### src/audio_leveler_agc_clip_core_assert.svh
// Assertion macros shared by the leveler RTL; define ASSERT_OFF to drop them.
`ifndef AUDIO_LEVELER_AGC_CLIP_CORE_ASSERT_SVH
`define AUDIO_LEVELER_AGC_CLIP_CORE_ASSERT_SVH
`ifndef ASSERT_OFF
// Same-cycle implication, clocked on clk, off during reset.
`define ALAC_ASSERT_IMP(lbl, ante, cons) \
    lbl: assert property (@(posedge clk) disable iff (!rst_n) (ante) |-> (cons)) \
        else $error("leveler check failed");
// Next-cycle implication, clocked on clk, off during reset.
`define ALAC_ASSERT_NXT(lbl, ante, cons) \
    lbl: assert property (@(posedge clk) disable iff (!rst_n) (ante) |=> (cons)) \
        else $error("leveler check failed");
`else
`define ALAC_ASSERT_IMP(lbl, ante, cons)
`define ALAC_ASSERT_NXT(lbl, ante, cons)
`endif
`endif

### src/alac_pkg.sv
package alac_pkg;

    localparam int SAMPLE_WIDTH_DEF = 16;

    localparam int GAIN_W     = 16;
    localparam int COEFF_W    = 24;
    localparam int ENV_W      = 32;
    localparam int PCM_W      = 16;
    localparam int CFG_IDX_W  = 8;
    localparam int CFG_DATA_W = 24;

    // Floor register is Q0.24, envelope is Q1.31
    localparam int FLOOR_SHIFT = 7;
    // Exponent of the fixed quotient scale (0.5 * Q4.12 * 32767 vs. Q1.31)
    localparam int QUOT_SCALE_EXP = 19;

    localparam logic [GAIN_W-1:0]  GAIN_RST   = 16'd4096;
    localparam logic [COEFF_W-1:0] ATTACK_RST = 24'd16777;
    localparam logic [COEFF_W-1:0] DECAY_RST  = 24'd336;
    localparam logic [COEFF_W-1:0] FLOOR_RST  = 24'd83886;
    localparam logic [ENV_W-1:0]   ENV_RST    = 32'd21474836;

    typedef logic [CFG_IDX_W-1:0] cfg_idx_t;

    localparam cfg_idx_t CFG_GAIN   = 8'd0;
    localparam cfg_idx_t CFG_ATTACK = 8'd1;
    localparam cfg_idx_t CFG_DECAY  = 8'd2;
    localparam cfg_idx_t CFG_FLOOR  = 8'd3;

    typedef enum logic [2:0] {
        ST_IDLE,
        ST_MUL,
        ST_COMMIT,
        ST_DLOAD,
        ST_DIV,
        ST_FIN
    } alac_state_t;

    typedef struct packed {
        logic load;
        logic shift;
    } alac_ctl_t;

    typedef struct packed {
        logic load;
        logic shift;
        logic commit;
    } alac_env_ctl_t;

endpackage

### src/alac_sample_if.sv
interface alac_sample_if #(
    parameter int W = alac_pkg::SAMPLE_WIDTH_DEF
);
    logic                valid;
    logic                ready;
    logic signed [W-1:0] audio_sample;

    modport source (output valid, output audio_sample, input ready);
    modport sink   (input valid, input audio_sample, output ready);
endinterface

### src/alac_pcm_if.sv
interface alac_pcm_if;
    logic                              valid;
    logic                              ready;
    logic signed [alac_pkg::PCM_W-1:0] pcm_out;

    modport source (output valid, output pcm_out, input ready);
    modport sink   (input valid, input pcm_out, output ready);
endinterface

### src/alac_cfg_if.sv
interface alac_cfg_if;
    logic                           valid;
    logic                           ready;
    logic [alac_pkg::CFG_IDX_W-1:0]  index;
    logic [alac_pkg::CFG_DATA_W-1:0] data;

    modport source (output valid, output index, output data, input ready);
    modport sink   (input valid, input index, input data, output ready);
endinterface

### src/alac_env.sv
module alac_env #(
    parameter int SAMPLE_WIDTH = alac_pkg::SAMPLE_WIDTH_DEF
) (
    input  logic                            clk,
    input  logic                            rst_n,
    input  alac_pkg::alac_env_ctl_t         ctl,
    input  logic [SAMPLE_WIDTH-1:0]         mag,
    input  logic [alac_pkg::COEFF_W-1:0]    attack,
    input  logic [alac_pkg::COEFF_W-1:0]    decay,
    output logic [alac_pkg::ENV_W-1:0]      env
);
    import alac_pkg::*;

    logic [ENV_W-1:0]          env_reg, env_next;
    logic [COEFF_W-1:0]        coef_reg, coef_next;
    logic signed [ENV_W:0]     diff_reg, diff_next;
    logic signed [ENV_W:0]     acc_reg, acc_next;
    logic [ENV_W-1:0]          lvl;
    logic signed [ENV_W+1:0]   acc_sum;
    logic signed [ENV_W+1:0]   env_sum;

    // Rectified level in Q1.31 and signed distance to the envelope
    assign lvl       = ENV_W'(mag) << (ENV_W - SAMPLE_WIDTH);
    assign diff_next = $signed({1'b0, lvl}) - $signed({1'b0, env_reg});

    // One coefficient bit per cycle, LSB first; arithmetic shift keeps floor
    assign acc_sum = coef_reg[0] ? ({acc_reg[ENV_W], acc_reg} + {diff_reg[ENV_W], diff_reg})
                                 : {acc_reg[ENV_W], acc_reg};
    assign env_sum = $signed({2'b00, env_reg}) + $signed({acc_reg[ENV_W], acc_reg});

    always_comb
    begin
        coef_next = coef_reg;
        acc_next  = acc_reg;
        env_next  = env_reg;
        if (ctl.load)
        begin
            coef_next = (lvl > env_reg) ? attack : decay;
            acc_next  = '0;
        end
        else if (ctl.shift)
        begin
            coef_next = coef_reg >> 1;
            acc_next  = acc_sum[ENV_W+1:1];
        end
        if (ctl.commit)
        begin
            env_next = env_sum[ENV_W-1:0];
        end
    end

    always_ff @(posedge clk or negedge rst_n)
    begin
        if (!rst_n)
        begin
            env_reg <= ENV_RST;
        end
        else
        begin
            env_reg <= env_next;
        end
    end

    always_ff @(posedge clk)
    begin
        coef_reg <= coef_next;
        acc_reg  <= acc_next;
        if (ctl.load)
        begin
            diff_reg <= diff_next;
        end
    end

    assign env = env_reg;

endmodule

### src/alac_mul.sv
module alac_mul #(
    parameter int SAMPLE_WIDTH = alac_pkg::SAMPLE_WIDTH_DEF,
    parameter int UP           = 3,
    parameter int NUM_W        = 49
) (
    input  logic                         clk,
    input  logic                         rst_n,
    input  alac_pkg::alac_ctl_t          ctl,
    input  logic [SAMPLE_WIDTH-1:0]      mag,
    input  logic [alac_pkg::GAIN_W-1:0]  gain,
    output logic [NUM_W-1:0]             num
);
    import alac_pkg::*;

    localparam int FS = PCM_W - 1;
    localparam int PW = SAMPLE_WIDTH + GAIN_W;

    logic [SAMPLE_WIDTH-1:0] mcand_reg, mcand_next;
    logic [SAMPLE_WIDTH-1:0] hi_reg, hi_next;
    logic [GAIN_W-1:0]       lo_reg, lo_next;
    logic [SAMPLE_WIDTH:0]   sum;
    logic [PW-1:0]           prod;
    logic [PW+FS-1:0]        scaled;

    // Shift-add over the gain bits; product low bits fill the gain register
    assign sum = {1'b0, hi_reg} + (lo_reg[0] ? {1'b0, mcand_reg} : '0);

    always_comb
    begin
        mcand_next = mcand_reg;
        hi_next    = hi_reg;
        lo_next    = lo_reg;
        if (ctl.load)
        begin
            mcand_next = mag;
            hi_next    = '0;
            lo_next    = gain;
        end
        else if (ctl.shift)
        begin
            hi_next = sum[SAMPLE_WIDTH:1];
            lo_next = {sum[0], lo_reg[GAIN_W-1:1]};
        end
    end

    always_ff @(posedge clk or negedge rst_n)
    begin
        if (!rst_n)
        begin
            hi_reg <= '0;
        end
        else
        begin
            hi_reg <= hi_next;
        end
    end

    always_ff @(posedge clk)
    begin
        mcand_reg <= mcand_next;
        lo_reg    <= lo_next;
    end

    // Times full-scale PCM (2^15 - 1), then align to the divisor
    assign prod   = {hi_reg, lo_reg};
    assign scaled = {prod, {FS{1'b0}}} - (PW + FS)'(prod);
    assign num    = NUM_W'(scaled) << UP;

endmodule

### src/alac_div.sv
module alac_div #(
    parameter int NUM_W = 49,
    parameter int DEN_W = 32
) (
    input  logic                         clk,
    input  logic                         rst_n,
    input  alac_pkg::alac_ctl_t          ctl,
    input  logic [NUM_W-1:0]             num,
    input  logic [DEN_W-1:0]             den,
    output logic [alac_pkg::PCM_W-2:0]   quo
);
    import alac_pkg::*;

    localparam int QW = PCM_W;

    logic [NUM_W-1:0] rem_reg, rem_next;
    logic [NUM_W-1:0] dsh_reg, dsh_next;
    logic [QW-1:0]    q_reg, q_next;
    logic             ge;

    // Restoring division, one quotient bit per cycle, MSB first.
    // The top bit flags a quotient beyond full scale.
    assign ge = (rem_reg >= dsh_reg);

    always_comb
    begin
        rem_next = rem_reg;
        dsh_next = dsh_reg;
        q_next   = q_reg;
        if (ctl.load)
        begin
            rem_next = num;
            dsh_next = NUM_W'(den) << (QW - 1);
            q_next   = '0;
        end
        else if (ctl.shift)
        begin
            rem_next = ge ? (rem_reg - dsh_reg) : rem_reg;
            dsh_next = dsh_reg >> 1;
            q_next   = {q_reg[QW-2:0], ge};
        end
    end

    always_ff @(posedge clk or negedge rst_n)
    begin
        if (!rst_n)
        begin
            q_reg <= '0;
        end
        else
        begin
            q_reg <= q_next;
        end
    end

    always_ff @(posedge clk)
    begin
        rem_reg <= rem_next;
        dsh_reg <= dsh_next;
    end

    // Saturate at full scale
    assign quo = q_reg[QW-1] ? '1 : q_reg[QW-2:0];

endmodule

### src/audio_leveler_agc_clip_core.sv
// Each sample passes the 24-step bit-serial envelope multiply and then the 16-step
// restoring divider, which run one after the other. A new sample is taken only once the
// last result is in the output register; that move waits while the register is full.
// Reset (rst_n, asynchronous, active low): idle, no result pending, registers
// back to their defaults and the envelope back to 0.01.
`include "audio_leveler_agc_clip_core_assert.svh"

module audio_leveler_agc_clip_core #(
    parameter int SAMPLE_WIDTH = alac_pkg::SAMPLE_WIDTH_DEF
) (
    input  logic          clk,
    input  logic          rst_n,
    alac_cfg_if.sink      cfg,
    alac_sample_if.sink   sample,
    alac_pcm_if.source    result
);
    import alac_pkg::*;

    // Quotient alignment: numerator scaled up for narrow samples, divisor for wide ones
    localparam int UP    = (SAMPLE_WIDTH <= QUOT_SCALE_EXP) ? QUOT_SCALE_EXP - SAMPLE_WIDTH : 0;
    localparam int DN    = (SAMPLE_WIDTH > QUOT_SCALE_EXP) ? SAMPLE_WIDTH - QUOT_SCALE_EXP : 0;
    localparam int NUM_W = SAMPLE_WIDTH + 30 + UP;
    localparam int DEN_W = ENV_W + DN;
    localparam int CNT_W = $clog2(COEFF_W);

    // ------------------------------------------------------------------
    // Configuration registers; the write port is always ready.
    // ------------------------------------------------------------------
    logic [GAIN_W-1:0]  gain_reg, gain_next;
    logic [COEFF_W-1:0] attack_reg, attack_next;
    logic [COEFF_W-1:0] decay_reg, decay_next;
    logic [COEFF_W-1:0] floor_reg, floor_next;
    logic               cfg_we;

    assign cfg.ready = 1'b1;
    assign cfg_we    = cfg.valid && cfg.ready;

    always_comb
    begin
        gain_next   = gain_reg;
        attack_next = attack_reg;
        decay_next  = decay_reg;
        floor_next  = floor_reg;
        if (cfg_we)
        begin
            // Drop writes to unknown indexes
            case (cfg.index)
                CFG_GAIN:   gain_next   = cfg.data[GAIN_W-1:0];
                CFG_ATTACK: attack_next = cfg.data[COEFF_W-1:0];
                CFG_DECAY:  decay_next  = cfg.data[COEFF_W-1:0];
                CFG_FLOOR:  floor_next  = cfg.data[COEFF_W-1:0];
                default:    ;
            endcase
        end
    end

    always_ff @(posedge clk or negedge rst_n)
    begin
        if (!rst_n)
        begin
            gain_reg   <= GAIN_RST;
            attack_reg <= ATTACK_RST;
            decay_reg  <= DECAY_RST;
            floor_reg  <= FLOOR_RST;
        end
        else
        begin
            gain_reg   <= gain_next;
            attack_reg <= attack_next;
            decay_reg  <= decay_next;
            floor_reg  <= floor_next;
        end
    end

    // ------------------------------------------------------------------
    // Input capture: sign and magnitude of the sample. The most negative
    // code maps to magnitude 2^(SAMPLE_WIDTH-1), i.e. exactly 1.0.
    // ------------------------------------------------------------------
    logic [SAMPLE_WIDTH-1:0] raw_u;
    logic [SAMPLE_WIDTH-1:0] mag_in;
    logic                    in_xfer;
    logic                    neg_reg;

    assign raw_u   = sample.audio_sample;
    assign mag_in  = raw_u[SAMPLE_WIDTH-1]
                   ? ((~raw_u) + {{(SAMPLE_WIDTH-1){1'b0}}, 1'b1}) : raw_u;
    assign in_xfer = sample.valid && sample.ready;

    always_ff @(posedge clk)
    begin
        if (in_xfer)
        begin
            neg_reg <= raw_u[SAMPLE_WIDTH-1];
        end
    end

    // ------------------------------------------------------------------
    // Sequencer
    //   IDLE   : wait for a sample transfer, load both serial multipliers
    //   MUL    : 24 envelope steps; the gain product finishes in the first 16
    //   COMMIT : write the new envelope
    //   DLOAD  : form the floored divisor, load the divider
    //   DIV    : 16 quotient bits
    //   FIN    : hand the result to the output register once it is free
    // ------------------------------------------------------------------
    alac_state_t        state_reg, state_next;
    logic [CNT_W-1:0]   cnt_reg, cnt_next;
    logic               out_load;
    logic               out_valid_reg, out_valid_next;
    logic [PCM_W-1:0]   pcm_reg;
    logic [PCM_W-1:0]   pcm_next;
    alac_env_ctl_t      env_ctl;
    alac_ctl_t          mul_ctl;
    alac_ctl_t          div_ctl;

    always_comb
    begin
        state_next = state_reg;
        case (state_reg)
            ST_IDLE:
            begin
                if (sample.valid)
                begin
                    state_next = ST_MUL;
                end
            end
            ST_MUL:
            begin
                if (cnt_reg == CNT_W'(COEFF_W - 1))
                begin
                    state_next = ST_COMMIT;
                end
            end
            ST_COMMIT: state_next = ST_DLOAD;
            ST_DLOAD:  state_next = ST_DIV;
            ST_DIV:
            begin
                if (cnt_reg == CNT_W'(PCM_W - 1))
                begin
                    state_next = ST_FIN;
                end
            end
            ST_FIN:
            begin
                if (!out_valid_reg || result.ready)
                begin
                    state_next = ST_IDLE;
                end
            end
            default: state_next = ST_IDLE;
        endcase
    end

    // Step counter restarts on every state change
    assign cnt_next = (state_next != state_reg) ? '0 : cnt_reg + 1'b1;

    always_comb
    begin
        sample.ready   = 1'b0;
        env_ctl        = '0;
        mul_ctl        = '0;
        div_ctl        = '0;
        out_load       = 1'b0;
        case (state_reg)
            ST_IDLE:
            begin
                sample.ready = 1'b1;
                env_ctl.load = sample.valid;
                mul_ctl.load = sample.valid;
            end
            ST_MUL:
            begin
                env_ctl.shift = 1'b1;
                mul_ctl.shift = (cnt_reg < CNT_W'(GAIN_W));
            end
            ST_COMMIT: env_ctl.commit = 1'b1;
            ST_DLOAD:  div_ctl.load   = 1'b1;
            ST_DIV:    div_ctl.shift  = 1'b1;
            ST_FIN:    out_load       = !out_valid_reg || result.ready;
            default:   ;
        endcase
    end

    always_ff @(posedge clk or negedge rst_n)
    begin
        if (!rst_n)
        begin
            state_reg     <= ST_IDLE;
            cnt_reg       <= '0;
            out_valid_reg <= 1'b0;
        end
        else
        begin
            state_reg     <= state_next;
            cnt_reg       <= cnt_next;
            out_valid_reg <= out_valid_next;
        end
    end

    // ------------------------------------------------------------------
    // Datapath units
    // ------------------------------------------------------------------
    logic [ENV_W-1:0]   env_q;
    logic [NUM_W-1:0]   num;
    logic [DEN_W-1:0]   den;
    logic [PCM_W-2:0]   quo;
    logic [ENV_W-1:0]   floor_q31;
    logic [ENV_W-1:0]   div_d;

    alac_env #(
        .SAMPLE_WIDTH (SAMPLE_WIDTH)
    ) u_env (
        .clk    (clk),
        .rst_n  (rst_n),
        .ctl    (env_ctl),
        .mag    (mag_in),
        .attack (attack_reg),
        .decay  (decay_reg),
        .env    (env_q)
    );

    alac_mul #(
        .SAMPLE_WIDTH (SAMPLE_WIDTH),
        .UP           (UP),
        .NUM_W        (NUM_W)
    ) u_mul (
        .clk   (clk),
        .rst_n (rst_n),
        .ctl   (mul_ctl),
        .mag   (mag_in),
        .gain  (gain_reg),
        .num   (num)
    );

    // Divisor: envelope floored at the configured minimum, never zero
    assign floor_q31 = ENV_W'(floor_reg) << FLOOR_SHIFT;

    always_comb
    begin
        div_d = (env_q > floor_q31) ? env_q : floor_q31;
        if (div_d == '0)
        begin
            div_d = {{(ENV_W-1){1'b0}}, 1'b1};
        end
    end

    assign den = DEN_W'(div_d) << DN;

    alac_div #(
        .NUM_W (NUM_W),
        .DEN_W (DEN_W)
    ) u_div (
        .clk   (clk),
        .rst_n (rst_n),
        .ctl   (div_ctl),
        .num   (num),
        .den   (den),
        .quo   (quo)
    );

    // ------------------------------------------------------------------
    // Output register: holds a finished result until its transfer, while
    // the next sample is already taken in.
    // ------------------------------------------------------------------
    assign pcm_next = neg_reg ? ((~{1'b0, quo}) + {{(PCM_W-1){1'b0}}, 1'b1}) : {1'b0, quo};

    always_comb
    begin
        out_valid_next = out_valid_reg;
        if (out_load)
        begin
            out_valid_next = 1'b1;
        end
        else if (result.ready)
        begin
            out_valid_next = 1'b0;
        end
    end

    always_ff @(posedge clk)
    begin
        if (out_load)
        begin
            pcm_reg <= pcm_next;
        end
    end

    assign result.valid   = out_valid_reg;
    assign result.pcm_out = pcm_reg;

    // ------------------------------------------------------------------
    // Checks
    // ------------------------------------------------------------------
    `ALAC_ASSERT_NXT(a_start_mul, in_xfer, (state_reg == ST_MUL) && (cnt_reg == '0))
    `ALAC_ASSERT_IMP(a_mul_bound, state_reg == ST_MUL, cnt_reg <= CNT_W'(COEFF_W - 1))
    `ALAC_ASSERT_IMP(a_pcm_sym, out_valid_reg, pcm_reg != {1'b1, {(PCM_W-1){1'b0}}})
    `ALAC_ASSERT_NXT(a_fin_hold, (state_reg == ST_FIN) && out_valid_reg && !result.ready,
                     state_reg == ST_FIN)

endmodule

### src/flat_wrapper.sv
// flat-port wrapper written by rule: the top's interface ports become plain ports
module audio_leveler_agc_clip_core_flat import alac_pkg::*;
#(
    parameter int SAMPLE_WIDTH = alac_pkg::SAMPLE_WIDTH_DEF
)
  (clk, rst_n, cfg_valid, cfg_index, cfg_data, cfg_ready, sample_valid, sample_audio_sample, sample_ready, result_valid, result_pcm_out, result_ready);
  alac_cfg_if cfg_i ();
  alac_sample_if #(.W((SAMPLE_WIDTH_DEF))) sample_i ();
  alac_pcm_if result_i ();
  input  logic clk;
  input  logic rst_n;
  input wire logic [$bits(cfg_i.valid)-1:0] cfg_valid;
  input wire logic [$bits(cfg_i.index)-1:0] cfg_index;
  input wire logic [$bits(cfg_i.data)-1:0] cfg_data;
  output wire logic [$bits(cfg_i.ready)-1:0] cfg_ready;
  input wire logic [$bits(sample_i.valid)-1:0] sample_valid;
  input wire logic [$bits(sample_i.audio_sample)-1:0] sample_audio_sample;
  output wire logic [$bits(sample_i.ready)-1:0] sample_ready;
  output wire logic [$bits(result_i.valid)-1:0] result_valid;
  output wire logic [$bits(result_i.pcm_out)-1:0] result_pcm_out;
  input wire logic [$bits(result_i.ready)-1:0] result_ready;
  assign cfg_i.valid = cfg_valid;
  assign cfg_i.index = cfg_index;
  assign cfg_i.data = cfg_data;
  assign cfg_ready = cfg_i.ready;
  assign sample_i.valid = sample_valid;
  assign sample_i.audio_sample = sample_audio_sample;
  assign sample_ready = sample_i.ready;
  assign result_valid = result_i.valid;
  assign result_pcm_out = result_i.pcm_out;
  assign result_i.ready = result_ready;
  audio_leveler_agc_clip_core #(.SAMPLE_WIDTH(SAMPLE_WIDTH)) u_core (.clk(clk), .rst_n(rst_n), .cfg(cfg_i), .sample(sample_i), .result(result_i));
endmodule
### config.mk
export PLATFORM = sky130hd
export DESIGN_NAME = audio_leveler_agc_clip_core_flat
export DESIGN_NICKNAME = d
export VERILOG_FILES = /design/src/alac_pkg.sv /design/src/alac_sample_if.sv /design/src/alac_pcm_if.sv /design/src/alac_cfg_if.sv /design/src/alac_env.sv /design/src/alac_mul.sv /design/src/alac_div.sv /design/src/audio_leveler_agc_clip_core.sv /design/src/flat_wrapper.sv
export VERILOG_INCLUDE_DIRS = /design/src /design/src/src
export SDC_FILE = /design/constraint.sdc
export NUM_CORES = 1
export LEC_CHECK = 0
export BUFFER_PORTS_ARGS = -buffer_cell sky130_fd_sc_hd__buf_2
export CORE_AREA = 4 4 297 299
export CTS_CLUSTER_SIZE = 30
export DETAILED_ROUTE_END_ITERATION = 8
export DIE_AREA = 0 0 301 303
export GPL_TIMING_DRIVEN = 0
export PLACE_DENSITY = 0.47
export RECOVER_POWER = 100
export SYNTH_ARGS = -nofsm -noshare
export SYNTH_HDL_FRONTEND = slang
export SYNTH_SLANG_ARGS = --single-unit
export TNS_END_PERCENT = 30
### constraint.sdc
create_clock -name clk -period 4.5 [get_ports clk]
set_input_delay 0.9 -clock clk [delete_from_list [all_inputs] [get_ports clk]]
set_output_delay 0.9 -clock clk [all_outputs]
set_load 0.005 [all_outputs]
==> flow_summary.yaml <==
setup_path:
  rrSetupSlack_ps: 310
  cpPeakStageDelay_ps: 410
  crit_slowest_cell: "ha_1"
  crit_fanout: 10
  cp_data_arrival_time_ps: 4650
  path_cells: "buf_2, nor4_4, nand2b_1, nor2_1, nand3_1, o31ai_1, xnor2_1, ha_1, or2_2, a21oi_1, a31oi_2, a21oi_2, a31o_1, buf_6, buf_12, mux2i_1, o21ai_1"
  ff2ff_path_depth: 14
  cp_top_family: "compound AO/OA/AOI/OAI gates"
  reg2reg_from: "u_core.u_div.dsh_reg[1]"
  cp-start-kind: "input pin"
  cp-end-kind: "flip-flop"
  crit_type: "in -> reg"
  r2r-end: "u_core.u_div.rem_reg[15]"
  worst-path-buf-inv: 3
  crit_required_ps: 4870
grt:
  grt_util_all_layers_pct: 17.1
  grt_pass1_wl_um: 121000
  grt_max_degree: 100
  grt_use_met3_pct: 2.06
  use_met2_pct: 28.0
  grt_pass1_vias: 20200
  antenna_found_initial: 0
  globalRouteOverflowTotal: 0
  grt.busiest_layer: "met2"
  grtUsageMet1_pct: 23.6
sta:
  setup_viol: 0
  fin_skew_ps: 28.2
  relSlewSlack_pct: -116
  min_period_ps: 4280
  fmax_mhz: 233
  finalSetupTns_ps: 0
  post-route-period-util_pct: 95.2
  slew_viol_final: 64
  finalHoldViolCount: 0
  worstMarginPinSlew_ps: 3240
cells_and_area:
  fin_nets: 3015
  area_growth_pct: 14.1
  antennaDiodeCount: 0
  drive_above_1_share_pct: 11.8
  fin_area_mm2: 0.0290
  largest_reg_flops: 49
  utilization_pct: 34.1
  n_fill_cell: 8736
clock_network:
  holdBufCountCts: 0
  ctsHtreeMaxLevel: 2
  root_buffer: "clkbuf_16"
  cts_sinks: 396
  cts_tree: "done"
  clk_pin_slew_ps: 60
  clock_tree.buffer_depth: 3
  cts_buffers: 49
  insertion_delay_ps: 620
  cts_setup_buffers: 0
placement:
  io_buffers: 70
  hpwl_um: 61500
  placed_area_mm2: 0.0273
  finalWeightedCongestion: 0.933
synthesis:
  yosys_warnings: 0
  synth_area_per_cell_um2: 9.62
  yosys.cell_count.top_type: "nand2_1"
  ys_ff_latch: 396
  synth_top_area_share_pct: 21.7
  async_reset_ff_share_pct: 40.7
  synth_commonest_cells: "nand2_1, a21oi_1, ha_1, edfxtp_1, inv_1"
  syn-num-nets: 2890
  ys_types: 90
  synth.area.top_cells: "edfxtp_1, dfrtp_1, ha_1"
  synthFlopType: "edfxtp_1"
  seq_area_frac_synth_pct: 41.7
  syn_inst: 2644
  synth_edf_count: 184
  netlist_area_mm2: 0.0254
  synth_top_area_cell: "edfxtp_1"
drt:
  viasPerCell: 5.16
  drt_wl_total_um: 79200
  vias: 20400
  dr.pass1.iters: 5
  ant_nets: 0
  initialDrtViolationCount: 1271
  wl_per_cell_um: 20.0
  drc_errors: 0
job:
  maxCapViolations: 1
run_status:
  outcome: "finished, violations left"
  violations: "capacitance limit, slew limit"
die:
  start_util_pct: 29.9
  die_area_mm2: 0.0912
  ioPinCount: 72
  rows: 107
  die_w_um: 301
  coreArea_mm2: 0.0851
  die_h_um: 303
pwr:
  leakagePower_nw: 12.4
  power_density_mw_per_mm2: 560
  max-vdd-ir-drop_mv: 0.290
hold_path:
  hold_class: "reg -> reg"
  hold_depth: 2
  hold_end: "u_core.u_div.rem_reg[0]"
  hp-start: "u_core.u_div.rem_reg[0]"
-- cell families (layout without fill, tap and decap cells) --
group	Yosys count	in the layout	share of synthesized area, %
AOI/OAI and AO/OA	725	725	17.7
xor gates and xnor gates	200	200	6.89
buffers and inverters	272	438	4.37
adders and majority gates	193	193	9.61
and+or+nand+nor	710	710	13.4
other	1	1	0.0147
DFF	396	396	41.7
muxes	147	147	6.22
-- stage by stage --
stage          std cells  hold slack, ps  setup WS, ps  power, mW
2_1_floorplan       2644             433           350       10.2
3_3_place_gp        3858             444         -1390       12.0
3_5_place_dp        3862             450          -725       12.2
4_1_cts             3954             247          39.0       16.3
5_1_grt             3954             476         -70.5       17.3
6_report            3954             459           217       16.2
-- worst max-delay path by stage --
| stage | to | start | cells after the start |
|---|---|---|---|
| 5_1_grt | u_core.u_env.coef_reg[7] | sample_audio_sample[4] | 21 |
| 4_1_cts | u_core.u_env.coef_reg[7] | sample_audio_sample[4] | 20 |
| 3_5_place_dp | u_core.u_env.coef_reg[7] | sample_audio_sample[4] | 20 |
| 6_report | u_core.u_env.coef_reg[7] | sample_audio_sample[4] | 17 |
| 3_3_place_gp | u_core.u_div.rem_reg[13] | u_core.u_div.dsh_reg[1] | 13 |
| 2_1_floorplan | u_core.u_div.rem_reg[10] | u_core.u_div.dsh_reg[1] | 13 |
-- where the power goes --
group | switching (mW) | internal (mW)
sequential | 0.680 | 4.61
clock | 1.67 | 2.39
combinational | 4.12 | 2.78
-- cell type report --
| class | count | area (µm²) | share of cell area [%] |
|---|---|---|---|
| clock buffers | 72 | 1390 | 4.80 |
| repair buffers | 74 | 412 | 1.42 |
| multi-input cells | 1976 | 13800 | 47.6 |
| flip-flops and latches | 396 | 10600 | 36.6 |
| well taps | 1144 | 1430 | 4.93 |
| plain buffers | 100 | 475 | 1.64 |
| clock inverters | 20 | 246 | 0.849 |
| inverters | 172 | 646 | 2.22 |
-- routing by layer --
metal / vias to the layer above / share of wire (%)
li1: 9853 / -
met1: 9942 / 47
met2: 492 / 46
met3: 116 / 4.8
met4: 0 / 2.7
met5: - / 0
-- worst reg2reg max path, stage by stage (launching register included) --
cell,delay [ps]
dfxtp_1,410
inv_1,70
ha_1,290
nor2b_1,140
o21a_1,170
o21ai_0,270
a21oi_1,210
o2111ai_1,330
a31oi_1,220
a211oi_1,390
o21bai_1,210
o21ai_4,320
clkbuf_4,310
nand2_2,250
buf_12,290
-- what timing repair did --
action / in CTS / in global routing
endpoints found under the setup margin: 62 / 62
gates resized for setup: 3 / 16
pin swaps: 0 / 1
hold endpoints to repair: 0 / 0
-- cell usage in the layout, fill, tap and decap left out, types with 98 or more instances in the layout --
cell type,count
a21oi_1,190
nand2_1,266
dfrtp_1,130
a21o_1,98
o21ai_0,155
inv_1,171
nor2_1,138
xnor2_1,116
clkbuf_1,99
ha_1,188
edfxtp_1,184
Note: power is estimated with default switching activity, not from simulation.
